$ cat src/rat_alu_pkg.sv
`timescale 1ns / 1ps
package rat_alu_pkg;

  typedef enum logic [2:0] {
    FuncLoad = 3'd0,
    FuncAdd  = 3'd1,
    FuncSub  = 3'd2,
    FuncMul  = 3'd3,
    FuncDiv  = 3'd4,
    FuncInc  = 3'd5,
    FuncDec  = 3'd6,
    FuncNop  = 3'd7
  } func_e;

  localparam int unsigned FuncBits = 3;
  localparam int unsigned FieldBits = 32;

endpackage

$ cat src/rat_alu_divider.sv
`timescale 1ns / 1ps
// Radix-2 restoring divider on magnitudes, one quotient bit per cycle.
module rat_alu_divider #(
  parameter int unsigned WORD_BITS = 32
) (
  input  logic                 clk_i,
  input  logic                 rst_ni,
  input  logic                 start_i,
  input  logic [WORD_BITS-1:0] dividend_i,
  input  logic [WORD_BITS-1:0] divisor_i,
  output logic                 done_o,
  output logic [WORD_BITS-1:0] quot_o,
  output logic [WORD_BITS-1:0] rem_o
);

  localparam int unsigned CntBits = $clog2(WORD_BITS + 1);

  logic               busy_q, busy_d;
  logic [CntBits-1:0] cnt_q, cnt_d;
  logic [WORD_BITS-1:0] quot_q, quot_d, rem_q, rem_d, div_q, div_d;
  logic [WORD_BITS:0]   trial;
  logic                 done_q, done_d;

  assign trial = {rem_q, quot_q[WORD_BITS-1]} - {1'b0, div_q};

  always_comb begin
    busy_d = busy_q;
    cnt_d  = cnt_q;
    quot_d = quot_q;
    rem_d  = rem_q;
    div_d  = div_q;
    done_d = 1'b0;
    if (start_i) begin
      busy_d = 1'b1;
      cnt_d  = CntBits'(WORD_BITS);
      quot_d = dividend_i;
      rem_d  = '0;
      div_d  = divisor_i;
    end else if (busy_q) begin
      if (trial[WORD_BITS]) begin
        rem_d = {rem_q[WORD_BITS-2:0], quot_q[WORD_BITS-1]};
        quot_d = {quot_q[WORD_BITS-2:0], 1'b0};
      end else begin
        rem_d = trial[WORD_BITS-1:0];
        quot_d = {quot_q[WORD_BITS-2:0], 1'b1};
      end
      cnt_d = cnt_q - CntBits'(1);
      if (cnt_q == CntBits'(1)) begin
        busy_d = 1'b0;
        done_d = 1'b1;
      end
    end
  end

  always_ff @(posedge clk_i or negedge rst_ni) begin
    if (!rst_ni) begin
      busy_q <= 1'b0;
      done_q <= 1'b0;
      cnt_q  <= '0;
    end else begin
      busy_q <= busy_d;
      done_q <= done_d;
      cnt_q  <= cnt_d;
    end
  end

  always_ff @(posedge clk_i) begin
    quot_q <= quot_d;
    rem_q  <= rem_d;
    div_q  <= div_d;
  end

  assign done_o = done_q;
  assign quot_o = quot_q;
  assign rem_o  = rem_q;

endmodule

$ cat src/rational_accumulator_alu_unit.sv
`timescale 1ns / 1ps
// Channel  Dir  Bits  Fields (lowest bit first)
// s_axis   in   67    tdata: operand_num[31:0], operand_den[63:32]; tuser: func[2:0]
// m_axis   out  129   tdata: new_num, new_den, old_num, old_den; tuser: zero_den_error
// An item runs Euclid remainder steps and then two final divisions, all on the one shared
// radix-2 divider; Load, Nop and a zero denominator skip them. Products use one multiplier,
// stepped through StMul0, StMul1 and, for add and subtract, StMul2; Inc and Dec use none.
// Reset sets the held value to 1/1. The input is not ready while an item is in work;
// a finished item waits until the output register is free before it is written there.
module rational_accumulator_alu_unit #(
  parameter int unsigned WORD_BITS = 32
) (
  input  logic         clk_i,
  input  logic         rst_ni,
  input  logic         s_axis_tvalid,
  output logic         s_axis_tready,
  input  logic [63:0]  s_axis_tdata,   // operand_num, operand_den
  input  logic [2:0]   s_axis_tuser,   // func
  output logic         m_axis_tvalid,
  input  logic         m_axis_tready,
  output logic [127:0] m_axis_tdata,   // new_num, new_den, old_num, old_den
  output logic         m_axis_tuser    // zero_den_error
);

  localparam int unsigned W = WORD_BITS;

  typedef enum logic [8:0] {
    StIdle  = 9'b000000001,
    StMul0  = 9'b000000010,
    StMul1  = 9'b000000100,
    StMul2  = 9'b000001000,
    StCheck = 9'b000010000,
    StGcd   = 9'b000100000,
    StDivN  = 9'b001000000,
    StDivM  = 9'b010000000,
    StOut   = 9'b100000000
  } state_e;

  state_e state_q, state_d;
  logic [W-1:0] a_q, b_q, c_q, d_q, n_q, m_q, x_q, y_q, p_q, g_q;
  logic [W-1:0] a_d, b_d, c_d, d_d, n_d, m_d, x_d, y_d, p_d, g_d;
  rat_alu_pkg::func_e func_q, func_d;
  logic         err_q, err_d, ovld_q, ovld_d, wait_q, wait_d;
  logic [127:0] odata_q, odata_d;
  logic         oerr_q, oerr_d;

  logic [W-1:0] mul_a, mul_b, mul_p, div_n, div_d_s, div_q_s, div_r_s;
  logic [W-1:0] st_n, st_d;
  logic [2*W-1:0] mul_full;
  logic         div_start, div_done;
  logic [W-1:0] div_quot, div_rem;
  logic         neg_n, neg_d;

  assign mul_full = mul_a * mul_b;
  assign mul_p = mul_full[W-1:0];

  function automatic logic [W-1:0] wrap_in(input logic [31:0] v);
    return W'({{32{v[31]}}, v});
  endfunction

  function automatic logic [31:0] wrap_out(input logic [W-1:0] v);
    return 32'({{32{v[W-1]}}, v});
  endfunction

  function automatic logic [W-1:0] absw(input logic [W-1:0] v);
    return v[W-1] ? -v : v;
  endfunction

  rat_alu_divider #(.WORD_BITS(W)) u_div (
    .clk_i, .rst_ni,
    .start_i(div_start), .dividend_i(absw(st_n)), .divisor_i(absw(st_d)),
    .done_o(div_done), .quot_o(div_quot), .rem_o(div_rem)
  );

  assign neg_n = div_n[W-1];
  assign neg_d = div_d_s[W-1];
  assign div_q_s = (neg_n != neg_d) ? -div_quot : div_quot;
  assign div_r_s = neg_n ? -div_rem : div_rem;

  always_comb begin
    mul_a = a_q;
    mul_b = d_q;
    unique case (state_q)
      StMul0: begin
        mul_a = (func_q == rat_alu_pkg::FuncMul) ? a_q : a_q;
        mul_b = (func_q == rat_alu_pkg::FuncMul) ? c_q : d_q;
      end
      StMul1: begin
        mul_a = b_q;
        mul_b = (func_q == rat_alu_pkg::FuncDiv) ? c_q : d_q;
      end
      StMul2: begin
        mul_a = c_q;
        mul_b = b_q;
      end
      default: ;
    endcase
  end

  always_comb begin
    div_n = x_q;
    div_d_s = y_q;
    if (state_q == StDivN) begin
      div_n = n_q;
      div_d_s = g_q;
    end else if (state_q == StDivM) begin
      div_n = m_q;
      div_d_s = g_q;
    end
  end

  always_comb begin
    st_n = x_q;
    st_d = y_q;
    if (state_q == StCheck) begin
      st_n = n_q;
      st_d = m_q;
    end else if (state_q == StGcd) begin
      if (div_r_s == '0) begin
        st_n = n_q;
        st_d = y_q;
      end else begin
        st_n = y_q;
        st_d = div_r_s;
      end
    end else if (state_q == StDivN) begin
      st_n = m_q;
      st_d = g_q;
    end
  end

  always_comb begin
    state_d = state_q;
    a_d = a_q; b_d = b_q; c_d = c_q; d_d = d_q; n_d = n_q; m_d = m_q;
    x_d = x_q; y_d = y_q; p_d = p_q; g_d = g_q; func_d = func_q;
    err_d = err_q; ovld_d = ovld_q; wait_d = wait_q;
    odata_d = odata_q; oerr_d = oerr_q;
    div_start = 1'b0;
    if (ovld_q && m_axis_tready) ovld_d = 1'b0;
    unique case (state_q)
      StIdle: begin
        if (s_axis_tvalid) begin
          func_d = rat_alu_pkg::func_e'(s_axis_tuser);
          c_d = wrap_in(s_axis_tdata[31:0]);
          d_d = wrap_in(s_axis_tdata[63:32]);
          err_d = 1'b0;
          unique case (rat_alu_pkg::func_e'(s_axis_tuser))
            rat_alu_pkg::FuncLoad: begin
              n_d = wrap_in(s_axis_tdata[31:0]);
              m_d = wrap_in(s_axis_tdata[63:32]);
              state_d = StCheck;
            end
            rat_alu_pkg::FuncInc: begin
              n_d = a_q + b_q; m_d = b_q; state_d = StCheck;
            end
            rat_alu_pkg::FuncDec: begin
              n_d = a_q - b_q; m_d = b_q; state_d = StCheck;
            end
            rat_alu_pkg::FuncNop: begin
              n_d = a_q; m_d = b_q; state_d = StCheck;
            end
            default: state_d = StMul0;
          endcase
        end
      end
      StMul0: begin
        p_d = mul_p;
        state_d = StMul1;
      end
      StMul1: begin
        m_d = mul_p;
        if (func_q == rat_alu_pkg::FuncAdd || func_q == rat_alu_pkg::FuncSub) begin
          state_d = StMul2;
        end else begin
          n_d = p_q;
          state_d = StCheck;
        end
      end
      StMul2: begin
        n_d = (func_q == rat_alu_pkg::FuncAdd) ? p_q + mul_p : p_q - mul_p;
        state_d = StCheck;
      end
      StCheck: begin
        if (m_q == '0) begin
          err_d = 1'b1; n_d = a_q; m_d = b_q;
          state_d = StOut;
        end else if (func_q == rat_alu_pkg::FuncLoad || func_q == rat_alu_pkg::FuncNop) begin
          state_d = StOut;
        end else begin
          x_d = n_q; y_d = m_q;
          div_start = 1'b1; wait_d = 1'b1;
          state_d = StGcd;
        end
      end
      StGcd: begin
        if (div_done) begin
          if (div_r_s == '0) begin
            g_d = y_q;
            div_start = 1'b1;
            state_d = StDivN;
          end else begin
            x_d = y_q; y_d = div_r_s;
            div_start = 1'b1;
          end
        end
      end
      StDivN: begin
        if (div_done) begin
          n_d = div_q_s;
          div_start = 1'b1;
          state_d = StDivM;
        end
      end
      StDivM: begin
        if (div_done) begin
          m_d = div_q_s;
          wait_d = 1'b0;
          state_d = StOut;
        end
      end
      StOut: begin
        if (!ovld_q) begin
          odata_d = {wrap_out(b_q), wrap_out(a_q), wrap_out(m_q), wrap_out(n_q)};
          oerr_d = err_q;
          ovld_d = 1'b1;
          a_d = n_q; b_d = m_q;
          state_d = StIdle;
        end
      end
      default: state_d = StIdle;
    endcase
  end

  always_ff @(posedge clk_i or negedge rst_ni) begin
    if (!rst_ni) begin
      state_q <= StIdle;
      a_q <= W'(1);
      b_q <= W'(1);
      ovld_q <= 1'b0;
      wait_q <= 1'b0;
    end else begin
      state_q <= state_d;
      a_q <= a_d;
      b_q <= b_d;
      ovld_q <= ovld_d;
      wait_q <= wait_d;
    end
  end

  always_ff @(posedge clk_i) begin
    c_q <= c_d; d_q <= d_d; n_q <= n_d; m_q <= m_d;
    x_q <= x_d; y_q <= y_d; p_q <= p_d; g_q <= g_d;
    func_q <= func_d; err_q <= err_d;
    odata_q <= odata_d; oerr_q <= oerr_d;
  end

  assign s_axis_tready = (state_q == StIdle);
  assign m_axis_tvalid = ovld_q;
  assign m_axis_tdata = odata_q;
  assign m_axis_tuser = oerr_q;

  // The divider runs only while the sequencer is in a division phase.
  a_div_phase: assert property (@(posedge clk_i) disable iff (!rst_ni)
    div_done |-> wait_q)
    else $error("divider finished outside a division phase");

  // Held denominator is never zero once a result has been produced.
  a_den_nonzero: assert property (@(posedge clk_i) disable iff (!rst_ni)
    (state_q == StIdle) |-> (b_q != '0))
    else $error("held denominator is zero");

  // A result leaves the output register only after a transfer.
  a_out_hold: assert property (@(posedge clk_i) disable iff (!rst_ni)
    (ovld_q && !m_axis_tready) |=> ovld_q)
    else $error("result dropped without transfer");

endmodule
$ cat config.mk
export PLATFORM = sky130hd
export DESIGN_NAME = rational_accumulator_alu_unit
export DESIGN_NICKNAME = d
export VERILOG_FILES = /design/src/rat_alu_pkg.sv /design/src/rat_alu_divider.sv /design/src/rational_accumulator_alu_unit.sv
export SDC_FILE = /design/constraint.sdc
export NUM_CORES = 2
export LEC_CHECK = 0
export BUFFER_PORTS_ARGS = -buffer_cell sky130_fd_sc_hd__buf_4
export CAP_MARGIN = 20
export CORE_MARGIN = 5
export CORE_UTILIZATION = 33
export CTS_BUF_LIST = sky130_fd_sc_hd__clkbuf_8
export CTS_CLUSTER_DIAMETER = 40
export DETAILED_ROUTE_END_ITERATION = 16
export GPL_ROUTABILITY_DRIVEN = 0
export HOLD_SLACK_MARGIN = 0.1
export PLACE_DENSITY = 0.45
export SLEW_MARGIN = 20
export SYNTH_ARGS = -nofsm -noshare
export SYNTH_HDL_FRONTEND = slang
export SYNTH_HIERARCHICAL = 1
export SYNTH_SLANG_ARGS = --single-unit
$ cat constraint.sdc
create_clock -name clk_i -period 30.2 [get_ports clk_i]
set_clock_uncertainty 0.1 [all_clocks]
set_input_delay 3.02 -clock clk_i [delete_from_list [all_inputs] [get_ports clk_i]]
set_output_delay 3.02 -clock clk_i [all_outputs]
set_load 0.01 [all_outputs]
==> results.yml <==
die:
  core_sq_um: 152000
  dieHeight_um: 402
  io_pins: 202
  die_w_um: 402
  start_util_pct: 33.3
  num_rows: 143
  die-area_sq_um: 161000
cts:
  clock-sinks: 567
  insertion_delay_ns: 0.88
  clk_pin_slew_ns: 0.06
  cts_setup_buffers: 0
  clk_path_buf_depth: 3
  cts_inserted_buffers: 135
  cts_hold_buf: 0
  post_cts_resize_count: 0
  clockRootBuffer: "clkbuf_8"
  cts_max_level: 4
  cts_tree: "built"
placed_design:
  dpl.hpwl_um: 174000
  placed_area_sq_um: 54900
  pre_cts_slack_ns: 16.68
  port-buffer-count: 201
sta:
  period_minus_slack_ns: 13.46
  fin_setup_tns_ns: 0
  slew_violations: 0
  setup_viol: 0
  grt_setup_unrepaired: "no"
  layout_setup_ws_ns: 16.74
  timing.fmax_mhz: 74.3
  hold_viol: 0
  whs_ns: 0.398
  period_share_pct: 44.6
  tightest_slew_ns: 1.19
  slew_headroom_pct: 20.6
synthesis:
  synthCells: 5480
  synth_top_area_share_pct: 26.9
  synth_xor_area_share_pct: 5.98
  yosysMostFrequentCell: "nand2_1"
  synth_compound_area_share_pct: 15.7
  synth_simple_gate_area_share_pct: 16.8
  ys_seq_area_share_pct: 32.2
  muxShareOfSynthArea_pct: 1.30
  synth_top_flop_cell: "edfxtp_1"
  avgSynthCellArea_sq_um: 9.24
  synth_edf_count: 453
  synth_common_cells: "958 x nand2_1, 514 x inv_1, 501 x nor2_1, 453 x edfxtp_1, 411 x fa_1"
  syn_nets: 6188
  async_flop_share_pct: 14.5
  netlist_area_sq_um: 50600
  synthAdderAreaFrac_pct: 21.8
  synth_largest_area_cell: "edfxtp_1"
  ys_seq_elements: 567
  synth_warnings: 6
  synth_cell_types: 110
  yosys-top-cells-area: "edfxtp_1 27%, fa_1 16%, nand2_1 7.1%, ha_1 5.6%, dfrtp_1 3.9%"
  synth_top_family_by_area: "adder cells"
detailed_routing:
  wirelength_um: 227000
  dr.pass1.iters: 9
  drc_errors: 0
  post_drt_wl_per_cell_um: 29.0
  antenna_left: 0
  post_drt_via_cell_ratio: 5.72
  vias: 44700
  drt_iter0_markers: 5393
final_layout:
  fillers: 15400
  area_growth_pct: 14.6
  final_area_sq_um: 58100
  drive_gt1_share_pct: 12.8
  nets: 6382
setup_path:
  criticalPathCategory: "flip-flop to flip-flop"
  crit_end: "n_q[30]"
  cp_slowest_cell: "a2111oi_1"
  critPathBufInv: 7
  worst_r2r_endpoint: "n_q[30]"
  critPathRequiredTime_ns: 30.82
  crit_path_frequent_cell: "fa_1"
  critPathArrivalTime_ns: 14.07
  rr_worst_depth: 43
  cp_max_fo: 55
  cp-startpoint: "state_q[7]"
  reg2reg_from: "state_q[7]"
  worst-path-stages: 43
  startpoint_type: "flip-flop"
  reg2reg_slack_ns: 16.74
  end_kind: "flip-flop"
  cpLargestDelayFamily: "adder cells"
  max_stage_delay_ns: 0.73
worst_hold_path:
  worstHoldPathType: "flip-flop to flip-flop"
  hold_start: "err_q"
  worstHoldPathCells: 0
global_route:
  grt_max_degree: 76
  overflow: 0
  first_global_vias: 43100
  grt.total_usage_pct: 27.3
  antenna_found_initial: 20
  grt_pass1_wl_um: 322000
run:
  cap_violations: 0
status:
  status: "finished, final reports clean"
per-stage QoR:
| stage | util [%] | std cells |
|---|---|---|
| 2_1_floorplan | - | 5480 |
| 3_3_place_gp | 36.1 | 7565 |
| 3_5_place_dp | 36.1 | 7565 |
| 4_1_cts | 38.1 | 7815 |
| 5_1_grt | 38.1 | 7818 |
| 6_report | 38.1 | 7823 |
worst register-to-register path: cells and delay by family (launching register included):
family	cells	cell delay, ns
and+or+nand+nor	10	3.32
buffers and inverters	7	0.99
adders and majority gates	10	4.23
xor gates and xnor gates	3	0.46
DFF	1	0.53
AOI/OAI and AO/OA	13	3.69
flip-flops by register name, summed over array words and instances (netlist names), 3 cells and up:
name / cells
a_q: 32
b_q: 32
c_q: 32
d_q: 32
func_q: 3
g_q: 32
m_axis_tdata: 128
m_q: 32
n_q: 32
p_q: 32
state_q: 9
u_div/cnt_q: 6
u_div/div_q: 32
u_div/quot_o: 32
u_div/rem_o: 32
x_q: 32
y_q: 32
cells in the final DEF (no fill, tap or decap), drive strengths merged, types with 31 or more instances in the layout:
master	instances
dfrtp	79
o21a	44
fa	411
nand2b	46
a21oi	276
inv	543
a31oi	44
a221o	46
dfxtp	32
a21o	63
nor3	55
nand2	959
clkinv	40
buf	366
edfxtp	453
xor2	122
a22oi	37
nor4	34
ha	226
o21ai	214
a311oi	31
mux2	32
and3	31
clkbuf	151
nor2	503
a221oi	110
o31ai	38
xnor2	209
nand3	77
worst min-delay path by stage:
stage,to,slack (ns)
floorplan,m_axis_tuser,0.30
global placement,m_axis_tuser,0.34
detailed placement,m_axis_tuser,0.36
CTS,m_axis_tuser,0.38
global route,m_axis_tuser,0.39
finish,m_axis_tuser,0.40
area by class of cell:
| type | instances | area [sq um] | area share, % |
|---|---|---|---|
| flip-flops and latches | 567 | 16300 | 28.1 |
| repair buffers | 366 | 2770 | 4.77 |
| well taps | 2030 | 2540 | 4.37 |
| inverters | 515 | 1930 | 3.33 |
| diodes | 6 | 15.0 | 0.0259 |
| multi-input cells | 4089 | 31400 | 54.2 |
| clock buffers | 151 | 2080 | 3.58 |
| clock inverters | 99 | 971 | 1.67 |
routing by layer:
metal  up-vias  routed length (um)  global-route usage (%)
li1      19400                   -                       -
met1     22700               98000                    38.7
met2      2248               96700                    40.2
met3       391               23300                    7.63
met4         6                8550                    9.52
met5         -                  38                       0
logic make-up (layout without fill, tap and decap cells):
| kind of cell | after synthesis | after routing |
|---|---|---|
| buffers and inverters | 824 | 1131 |
| adder cells (fa/ha/maj) | 637 | 637 |
| AO/OA/AOI/OAI | 1131 | 1131 |
| AND/OR/NAND/NOR | 1923 | 1923 |
| other | 0 | 6 |
| XOR/XNOR | 336 | 336 |
| multiplexers | 62 | 62 |
| flip-flops | 567 | 567 |
Power is left out: the tool's default activity adds up to more than one toggle a clock period on the data nets, which glitch-free logic cannot reach.
